File: config.mk
export PLATFORM = sky130hd
export DESIGN_NAME = psd_root_cell
export DESIGN_NICKNAME = d
export VERILOG_FILES = /design/src/hdl/psd_pkg.sv /design/src/hdl/psd_root_cell.sv
export SDC_FILE = /design/constraint.sdc
export NUM_CORES = 1
export LEC_CHECK = 0
export BUFFER_PORTS_ARGS = -buffer_cell sky130_fd_sc_hd__buf_4
export CAP_MARGIN = 20
export CORE_AREA = 3 3 327 329
export CTS_CLUSTER_SIZE = 12
export DETAILED_ROUTE_END_ITERATION = 10
export DIE_AREA = 0 0 330 332
export GPL_TIMING_DRIVEN = 0
export MAX_ROUTING_LAYER = met4
export PLACE_DENSITY = 0.6
export SLEW_MARGIN = 40
export SYNTH_ARGS = -nofsm -noshare
export SYNTH_HDL_FRONTEND = slang
export SYNTH_SLANG_ARGS = --single-unit
export TNS_END_PERCENT = 100
File: constraint.sdc
create_clock -name clk -period 14.1 [get_ports clk]
set_input_delay 0.705 -clock clk [delete_from_list [all_inputs] [get_ports clk]]
set_output_delay 0.705 -clock clk [all_outputs]
set_load 0.005 [all_outputs]
File: src/hdl/psd_pkg.sv
// ---------------------------------------------------------------------------
// psd_pkg: shared types for the point-to-segment distance block
// Item structs, nearest-part codes and the per-stage control group.
// ---------------------------------------------------------------------------
package psd_pkg;

  localparam int DIST_W = 49;

  typedef enum logic [1:0] {
    PART_DEGEN    = 2'd0,
    PART_START    = 2'd1,
    PART_END      = 2'd2,
    PART_INTERIOR = 2'd3
  } part_t;

  typedef struct packed {
    logic signed [31:0] seg_start_x;
    logic signed [31:0] seg_start_y;
    logic signed [31:0] seg_end_x;
    logic signed [31:0] seg_end_y;
    logic signed [31:0] point_x;
    logic signed [31:0] point_y;
  } psd_in_t;

  typedef struct packed {
    logic [DIST_W-1:0] distance;
    logic [1:0]        nearest_part;
  } psd_out_t;

  typedef struct packed {
    logic  vld;
    part_t part;
  } ctl_t;

endpackage

File: src/hdl/psd_root_cell.sv
// ---------------------------------------------------------------------------
// psd_root_cell: one bit of the scaled quotient root
// Tries bit BIT of q against q^2*den <= m, keeping the remainder and q*den.
// ---------------------------------------------------------------------------
module psd_root_cell #(
  parameter int BIT = 0,
  parameter int SW  = 67,
  parameter int RW  = 184
) (
  input  logic                       clk,
  input  logic                       rst_n,
  input  logic                       en,
  input  psd_pkg::ctl_t              in_ctl,
  input  logic [RW-1:0]              in_rem,
  input  logic [psd_pkg::DIST_W+SW-1:0] in_acc,
  input  logic [SW-1:0]              in_den,
  input  logic [psd_pkg::DIST_W-1:0] in_q,
  output psd_pkg::ctl_t              out_ctl,
  output logic [RW-1:0]              out_rem,
  output logic [psd_pkg::DIST_W+SW-1:0] out_acc,
  output logic [SW-1:0]              out_den,
  output logic [psd_pkg::DIST_W-1:0] out_q
);
  import psd_pkg::*;

  localparam int AW = DIST_W + SW;

  ctl_t            ctl_r;
  logic [RW-1:0]   rem_r, inc;
  logic [AW-1:0]   acc_r;
  logic [SW-1:0]   den_r;
  logic [DIST_W-1:0] q_r;
  logic            take;

  assign inc  = (RW'(in_acc) << (BIT + 1)) + (RW'(in_den) << (2 * BIT));
  assign take = inc <= in_rem;

  always_ff @(posedge clk) begin
    if (!rst_n) begin
      ctl_r <= '0;
    end else if (en) begin
      ctl_r <= in_ctl;
    end
  end

  always_ff @(posedge clk) begin
    if (en) begin
      den_r <= in_den;
      if (take) begin
        rem_r <= in_rem - inc;
        acc_r <= in_acc + (AW'(in_den) << BIT);
        q_r   <= in_q | (DIST_W'(1) << BIT);
      end else begin
        rem_r <= in_rem;
        acc_r <= in_acc;
        q_r   <= in_q;
      end
    end
  end

  assign out_ctl = ctl_r;
  assign out_rem = rem_r;
  assign out_acc = acc_r;
  assign out_den = den_r;
  assign out_q   = q_r;

endmodule

==> results of run 1 <==
## worst register-to-register path: cells and delay by family, from the launching register on
family | cells | cell delay (ns)
DFF | 1 | 0.32
and+or+nand+nor | 1 | 0.07
muxes | 1 | 0.13
## registers in the layout, summed over array words and instances (netlist names)
| signal | cells |
|---|---|
| out_ctl | 3 |
| out_rem | 184 |
| out_q | 49 |
| out_den | 67 |
| out_acc | 116 |
## worst paths after layout
check / startpoint / to / slack, ns / cells after the start
min: in_q[31] / out_q[31] / 0.21 / 1
max: in_den[1] / out_rem[40] / 4.45 / 32
min reg2reg: out_ctl[0] / out_ctl[0] / 0.53 / 2
max reg2reg: out_ctl[2] / out_ctl[2] / 13.49 / 2
## per-stage QoR
| stage | total power (uW) | hold slack (ns) | cells |
|---|---|---|---|
| floorplan | 2720 | 0.507 | 3937 |
| global placement | 3670 | 0.501 | 6144 |
| detailed placement | 3670 | 0.510 | 6154 |
| CTS | 5100 | 0.154 | 6254 |
| global route | 5330 | 0.169 | 6273 |
| finish | 5080 | 0.206 | 6275 |
## logic make-up after synthesis
family,count (synthesis),share of synthesized area
mux,21,0.00667
simple gates,1355,0.189
fa+ha+maj,254,0.0927
flops,419,0.364
buf+inv,283,0.0327
compound gates,1212,0.216
xor+xnor,393,0.0997
## power by group through the flow
| stage | Clock (uW) | Combinational (uW) | Sequential [uW] |
|---|---|---|---|
| floorplan | 0 | 1000 | 1720 |
| global placement | 0 | 1930 | 1740 |
| detailed placement | 0 | 1940 | 1730 |
| CTS | 1440 | 1950 | 1710 |
| global route | 1480 | 2130 | 1720 |
| finish | 1400 | 1960 | 1710 |
## per-layer routing
layer | part of all wire | up-vias | wire (um) | global-route usage
met2 | 0.48 | 1354 | 78300 | 0.480
met5 | 0 | - | 0 | -
met3 | 0.073 | 212 | 11800 | 0.0541
met1 | 0.41 | 16878 | 67100 | 0.356
met4 | 0.029 | 0 | 4690 | 0.0849
li1 | - | 16444 | - | -
## layout by cell type, fill, tap and decap left out, types with 36 or more instances in the layout
| master | n |
|---|---|
| clkbuf_16 | 53 |
| o21ai_0 | 359 |
| nand4_1 | 139 |
| clkbuf_1 | 152 |
| nand2_1 | 485 |
| ha_1 | 251 |
| o21bai_1 | 70 |
| buf_2 | 36 |
| inv_1 | 99 |
| a21o_1 | 143 |
| nand3_1 | 95 |
| nor3_1 | 98 |
| nor2b_1 | 36 |
| buf_4 | 829 |
| a21oi_1 | 371 |
| nor2_1 | 266 |
| o21a_1 | 36 |
| edfxtp_1 | 416 |
| xor2_1 | 161 |
| xnor2_1 | 232 |
## final cells by class
class / instances / area, um^2
fillers: 10500 / 59200
multi-input cells: 3235 / 20900
flip-flops and latches: 419 / 12600
repair buffers: 837 / 6400
well taps: 1380 / 1730
clock buffers: 63 / 1360
plain buffers: 184 / 757
clock inverters: 37 / 407
inverters: 99 / 372
diodes: 21 / 52.6
==> flow_summary.toml, run 1 <==
[yosys]
yosysWarnings = 0
synth.largest_area_cell = "edfxtp_1"
synth_ff_type = "edfxtp_1"
async_flop_share = 0
synthTopCellsByArea = "edfxtp_1 (36%), ha_1 (9.1%), xnor2_1 (5.9%)"
avgSynthCellArea_um2 = 8.77
synth.distinct_cells = 82
synth_fp_nets = 4613
synth_seq_cells = 419
synth_cells = 3937
synth_most_common_cell = "nand2_1"
syn_area_um2 = 34500
netlist_top_cells_count = "nand2_1 (485), edfxtp_1 (416), a21oi_1 (371)"
synth-edff-count = 416
yosysSeqAreaShare = 0.364
yosysTopAreaCellShare = 0.362

[power]
p_comb_frac = 0.387
power_density_nw_per_um2 = 114
p_sw_uw = 1870
clkPwrFrac = 0.276
p_int_uw = 3210
swShare = 0.368
peakVddDrop_mv = 0.0976
p_leak_uw = 0.0177
p_seq_frac = 0.337

[finish]
fin_nets = 5505
final_core_util = 0.429
layout-drive-gt1-share = 0.211
area_growth_pct = 29.2
finalInstanceArea_um2 = 44600

[cts]
clock-sinks = 419
hold_buffers = 0
root_buffer = "clkbuf_16"
cts_buffers = 53
htreeDepth = 2
clkLatencyLatePin_ns = 0.65
cts_tree = "done"
post_cts.repair.setup_buffers = 0
path_clk_slew_ns = 0.07
ctsResizeCount = 0
cts_buffer_depth = 3

[timing]
worstMarginPinSlew_ns = 0.911
setup_viol = 0
period_needed_ns = 9.65
finalHoldViolCount = 0
setup_ws_ns = 4.45
drv_slew = 0
fin_crit_sh = 0.684
slew_headroom = 0.385
clock_skew_ns = 0
fmax_ghz = 0.104
rsz0062_at_grt = "false"
tns_ns = 0

[route]
drt-wirelength-per-cell_um = 25.8
routed_via_density = 5.56
postRouteWirelength_mm = 162
postRouteAntennaNets = 0
vias = 34888
drcViolationCount = 0
drtIter0Drc = 3081
dr.pass1.iters = 6

[die]
die_w_um = 330
start_util = 0.333
coreArea_um2 = 104000
dieArea_um2 = 110000
ios = 841
rows = 118
fp.dieH_um = 332

[worst_setup_path]
crit_required_ns = 14.49
start_kind = "input port"
cpPeakStageDelay_ns = 0.79
crit_arrival_ns = 10.04
end_kind = "register"
cp_slowest_cell = "nor4bb_1"
critPathMaxFanout = 10
critical_path.top_delay_family = "compound AO/OA/AOI/OAI gates"
critPathKind = "input port to register"
crit_buf_inv = 8

[run]
cap_violations = 0

[place]
routabilityCongestion = 0.987
post_dp_cell_area_um2 = 42700
dp_slack_ns = 3.91
io_buffer_count = 827
dp_hpwl_mm = 136

[global_route]
grt_max_degree = 78
grt_pass1_vias = 33725
antenna_found_initial = 20
grt_use_total = 0.289
grt_pass1_wl_mm = 230
grt.overflow.total = 0

[run_status]
status = "finished, final reports clean"

[min_path]
hold_class = "input port to register"
Power figures use the tool's default switching activity.
==> run 2: changes to the inputs <==
--- a/config.mk
+++ b/config.mk
@@ -7,13 +7,13 @@
 export LEC_CHECK = 0
 export BUFFER_PORTS_ARGS = -buffer_cell sky130_fd_sc_hd__buf_4
 export CAP_MARGIN = 20
-export CORE_AREA = 3 3 327 329
+export CORE_AREA = 3 3 328 330
 export CTS_CLUSTER_SIZE = 12
 export DETAILED_ROUTE_END_ITERATION = 10
-export DIE_AREA = 0 0 330 332
+export DIE_AREA = 0 0 331 333
 export GPL_TIMING_DRIVEN = 0
 export MAX_ROUTING_LAYER = met4
-export PLACE_DENSITY = 0.6
+export PLACE_DENSITY = 0.59
 export SLEW_MARGIN = 40
 export SYNTH_ARGS = -nofsm -noshare
 export SYNTH_HDL_FRONTEND = slang
==> constraint.sdc (replaced) <==
create_clock -name clk -period 9.4 [get_ports clk]
set_input_delay 0.47 -clock clk [delete_from_list [all_inputs] [get_ports clk]]
set_output_delay 0.47 -clock clk [all_outputs]
set_load 0.005 [all_outputs]
==> flow_summary.toml, run 2 (synthesis gave the netlist of run 1 again) <==
[timing]
slew_headroom = 0.334
drv_slew = 0
finalHoldViolCount = 0
period_needed_ns = 9.18
clock_skew_ns = 0
worstMarginPinSlew_ns = 0.992
setup_viol = 0
rsz0062_at_grt = "false"
fmax_ghz = 0.109
fin_crit_sh = 0.977

[route]
postRouteAntennaNets = 0
drtIter0Drc = 2864
drt-wirelength-per-cell_um = 25.6
dr.pass1.iters = 6
drcViolationCount = 0
routed_via_density = 5.55
vias = 35436
postRouteWirelength_mm = 163

[cts]
cts_buffer_depth = 3
post_cts.repair.setup_buffers = 0
clkLatencyLatePin_ns = 0.66
cts_buffers = 53
clock-sinks = 419
root_buffer = "clkbuf_16"
path_clk_slew_ns = 0.06
cts_tree = "done"
htreeDepth = 2

[finish]
multi_input_comb_area_um2 = 21000
final_common_cell = "buf_4"
largest_reg_flops = 184
seq_area_um2 = 12600
area_growth_pct = 32.3
layout-drive-gt1-share = 0.207
final_core_util = 0.434
final_cell_mix = "buf_4 (827), nand2_1 (485), edfxtp_1 (416)"
n_fill_cell = 10597
layout.cells.non_filler = 6387
fin_nets = 5617

[worst_setup_path]
cp_slowest_cell = "dlygate4sd3_1"
critPathKind = "input port to register"
crit_required_ns = 9.78
cpPeakStageDelay_ns = 0.54
critPathMaxFanout = 10
crit_arrival_ns = 9.56
start_kind = "input port"
end_kind = "register"

[min_path]
hold_class = "input port to register"

[die]
start_util = 0.328
fp.dieH_um = 333
ios = 841
dieArea_um2 = 110000
coreArea_um2 = 105000
die_w_um = 331
rows = 119

[place]
io_buffer_count = 827
routabilityCongestion = 0.977
dp.cells = 6165
dp_hpwl_mm = 136

[global_route]
grt_use_total = 0.290
grt_pass1_vias = 34290
grt.overflow.total = 0
antenna_found_initial = 16
grt_max_degree = 76
grt_pass1_wl_mm = 231

[run_status]
status = "finished, final reports clean"

[power]
p_leak_uw = 0.0181
power_density_nw_per_um2 = 166
peakVddDrop_mv = 0.145

[run]
cap_violations = 0
[run 2: cell types whose count changed in the layout (fill, tap and decap cells not counted), sizes merged]
cell         change
diode            -5
bufinv           -1
dlygate4sd3    +112
buf              -1
clkinvlp         -3
clkbuf           -2
inv              +3
clkinv           -2
[run 2: cell type report]
cell class,instances,area share
repair buffers,949,0.165
inverters,99,0.00814
multi-input cells,3235,0.459
flip-flops and latches,419,0.275
diodes,16,0.000877
clock buffers,60,0.0296
clock inverters,34,0.00745
well taps,1391,0.0381
plain buffers,184,0.0168
[run 2: repair_timing]
item,in CTS,in global routing
resized for setup,0,11
setup endpoints to repair,0,150
hold buffers,112,0
endpoints found under the hold margin,113,0
[run 2: final timing paths]
| check | start | slack (ns) | depth (start not counted) | endpoint |
|---|---|---|---|---|
| hold / removal | in_den[40] | 0.04 | 1 | out_den[40] |
| setup reg to reg | out_ctl[2] | 8.80 | 2 | out_ctl[2] |
| setup / recovery | in_den[21] | 0.22 | 32 | out_rem[25] |
| hold reg to reg | out_ctl[0] | 0.53 | 2 | out_ctl[0] |
[run 2: power by group]
group | switching (uW) | leakage, uW | internal, uW
clock | 901 | 0.000822 | 1150
sequential | 121 | 0.00410 | 2440
combinational | 1760 | 0.0132 | 1220
total | 2790 | 0.0181 | 4810
[run 2: layer usage]
| layer | GRT usage | part of all wire | up-vias |
|---|---|---|---|
| li1 | - | - | 16684 |
| met1 | 0.357 | 0.41 | 17141 |
| met2 | 0.483 | 0.48 | 1400 |
| met3 | 0.0564 | 0.077 | 211 |
| met4 | 0.0797 | 0.029 | 0 |
| met5 | - | 0 | - |
[run 2: critical path, delay by kind of cell]
kind,cells,cell delay [ns]
AO/OA/AOI/OAI,12,3.81
buffers and inverters,9,2.80
AND/OR/NAND/NOR,8,1.29
adder cells (fa/ha/maj),2,0.78
XOR/XNOR,1,0.37
[run 2: metrics by stage]
stage	cell area, um^2	total power (uW)	setup TNS, ns	setup WS [ns]	hold WS, ns
2_1_floorplan	34500	4080	0	2.83	0.507
3_3_place_gp	42500	5490	-93.39	-0.914	0.499
3_5_place_dp	42700	5490	-22.50	-0.543	0.516
4_1_cts	45500	7620	0	0.0156	0.00250
5_1_grt	45700	7970	0	0.00290	0.0103
6_report	45700	7590	0	0.221	0.0415
==> run 3: changes to the inputs <==
==> constraint.sdc (replaced) <==
create_clock -name clk -period 9.8 [get_ports clk]
set_input_delay 0 -clock clk [delete_from_list [all_inputs] [get_ports clk]]
set_output_delay 0 -clock clk [all_outputs]
set_load 0.005 [all_outputs]
==> flow_summary.toml, run 3 (synthesis gave the netlist of run 1 again) <==
[timing]
hold_ws_ns = 0.0556
rsz0062_at_grt = "false"
setup_ws_ns = 0.364
fmax_ghz = 0.106
worstMarginPinSlew_ns = 0.984
clock_skew_ns = 0
finalHoldViolCount = 0
period_needed_ns = 9.44
setup_viol = 0
drv_slew = 0
fin_crit_sh = 0.963
slew_headroom = 0.339

[die]
rows = 119
coreArea_um2 = 105000
start_util = 0.328
ios = 841
die_w_um = 331
fp.dieH_um = 333
dieArea_um2 = 110000

[route]
postRouteWirelength_mm = 167
drt-wirelength-per-cell_um = 24.7
routed_via_density = 5.49
postRouteAntennaNets = 0
dr.pass1.iters = 5
drcViolationCount = 0
drtIter0Drc = 3015
vias = 37085

[power]
swShare = 0.366
p_seq_frac = 0.331
clkPwrFrac = 0.265
p_leak_uw = 0.0197
p_sw_uw = 2720
power_density_nw_per_um2 = 151
p_int_uw = 4710
p_comb_frac = 0.405
total_power_uw = 7430
peakVddDrop_mv = 0.140

[worst_setup_path]
crit_arrival_ns = 9.82
critPathMaxFanout = 10
start_kind = "input port"
cpPeakStageDelay_ns = 0.56
critPathKind = "input port to register"
cp_slowest_cell = "dlygate4sd3_1"
end_kind = "register"
crit_required_ns = 10.19

[cts]
root_buffer = "clkbuf_16"
htreeDepth = 2
clkLatencyLatePin_ns = 0.66
cts_buffer_depth = 3
cts_buffers = 53
clock-sinks = 419
cts_tree = "done"
path_clk_slew_ns = 0.06

[global_route]
grt_pass1_wl_mm = 239
antenna_found_initial = 22
grt_use_total = 0.297
grt_pass1_vias = 36446
grt.overflow.total = 0
grt_max_degree = 76

[place]
dp_slack_ns = 0.327
routabilityCongestion = 0.977
io_buffer_count = 827
dp_hpwl_mm = 136

[finish]
area_growth_pct = 42.8
final_cell_mix = "buf_4 (831), nand2_1 (485), dlygate4sd3_1 (472)"
final_core_util = 0.469
fin_nets = 5979
final_common_cell = "buf_4"
layout-drive-gt1-share = 0.192
largest_reg_flops = 184
n_fill_cell = 10276

[run_status]
status = "finished, final reports clean"

[run]
cap_violations = 0

[min_path]
hold_class = "input port to register"
## run 3: worst paths after layout
path / from / endpoint / slack, ns / depth (start not counted)
worst min-delay path: in_q[10] / out_q[10] / 0.06 / 2
worst max register to register: out_ctl[0] / out_ctl[0] / 8.65 / 3
worst max-delay path: in_den[1] / out_rem[167] / 0.36 / 33
worst min register to register: out_ctl[1] / out_ctl[1] / 0.54 / 2
## run 3: what timing repair did
| item | CTS | global route |
|---|---|---|
| hold buffers | 472 | 0 |
| buffers inserted | 0 | 2 |
| hold endpoints to repair | 465 | 0 |
| resized for setup | 0 | 3 |
| setup endpoints to repair | 0 | 17 |
## run 3: per-layer routing
metal | track usage | share of wire | routed length (um) | up-vias
met5 | - | 0 | 0 | -
met4 | 0.0871 | 0.032 | 5390 | 0
met3 | 0.0510 | 0.072 | 12000 | 236
met2 | 0.496 | 0.48 | 80200 | 1436
met1 | 0.366 | 0.41 | 69200 | 18001
li1 | - | - | - | 17412
## run 3: through the flow
| stage | instance area, um^2 | TNS (ns) | cells |
|---|---|---|---|
| after floorplan | 34500 | 0 | 3937 |
| final | 49300 | 0 | 6756 |
| after global routing | 49300 | 0 | 6754 |
| after global placement | 42500 | -0.0442 | 6155 |
| after detailed placement | 42700 | 0 | 6165 |
| after CTS | 49100 | 0 | 6731 |
## run 3: power by group through the flow
| stage | Combinational [uW] | Sequential (uW) | Clock [uW] |
|---|---|---|---|
| after global placement | 2770 | 2500 | 0 |
| after detailed placement | 2780 | 2480 | 0 |
| after CTS | 2970 | 2450 | 2010 |
| final | 3010 | 2450 | 1970 |
| after floorplan | 1440 | 2470 | 0 |
| after global routing | 3250 | 2470 | 2070 |
## run 3: critical path: cells and delay by family
kind	cells	cell delay, ns
AOI/OAI and AO/OA	11	3.05
xor gates and xnor gates	1	0.18
adders and majority gates	3	0.94
buffers and inverters	8	2.62
and+or+nand+nor	10	3.03
## run 3: final cells by class
cell class / count / area (um^2) / share of cell area
Sequential cell: 419 / 12600 / 0.255
Antenna cell: 23 / 57.6 / 0.00117
Buffer: 184 / 757 / 0.0154
Clock buffer: 60 / 1350 / 0.0274
Timing Repair Buffer: 1311 / 11100 / 0.226
Tap cell: 1391 / 1740 / 0.0353
Clock inverter: 34 / 340 / 0.00691
Multi-Input combinational cell: 3235 / 21000 / 0.425
Inverter: 99 / 372 / 0.00754
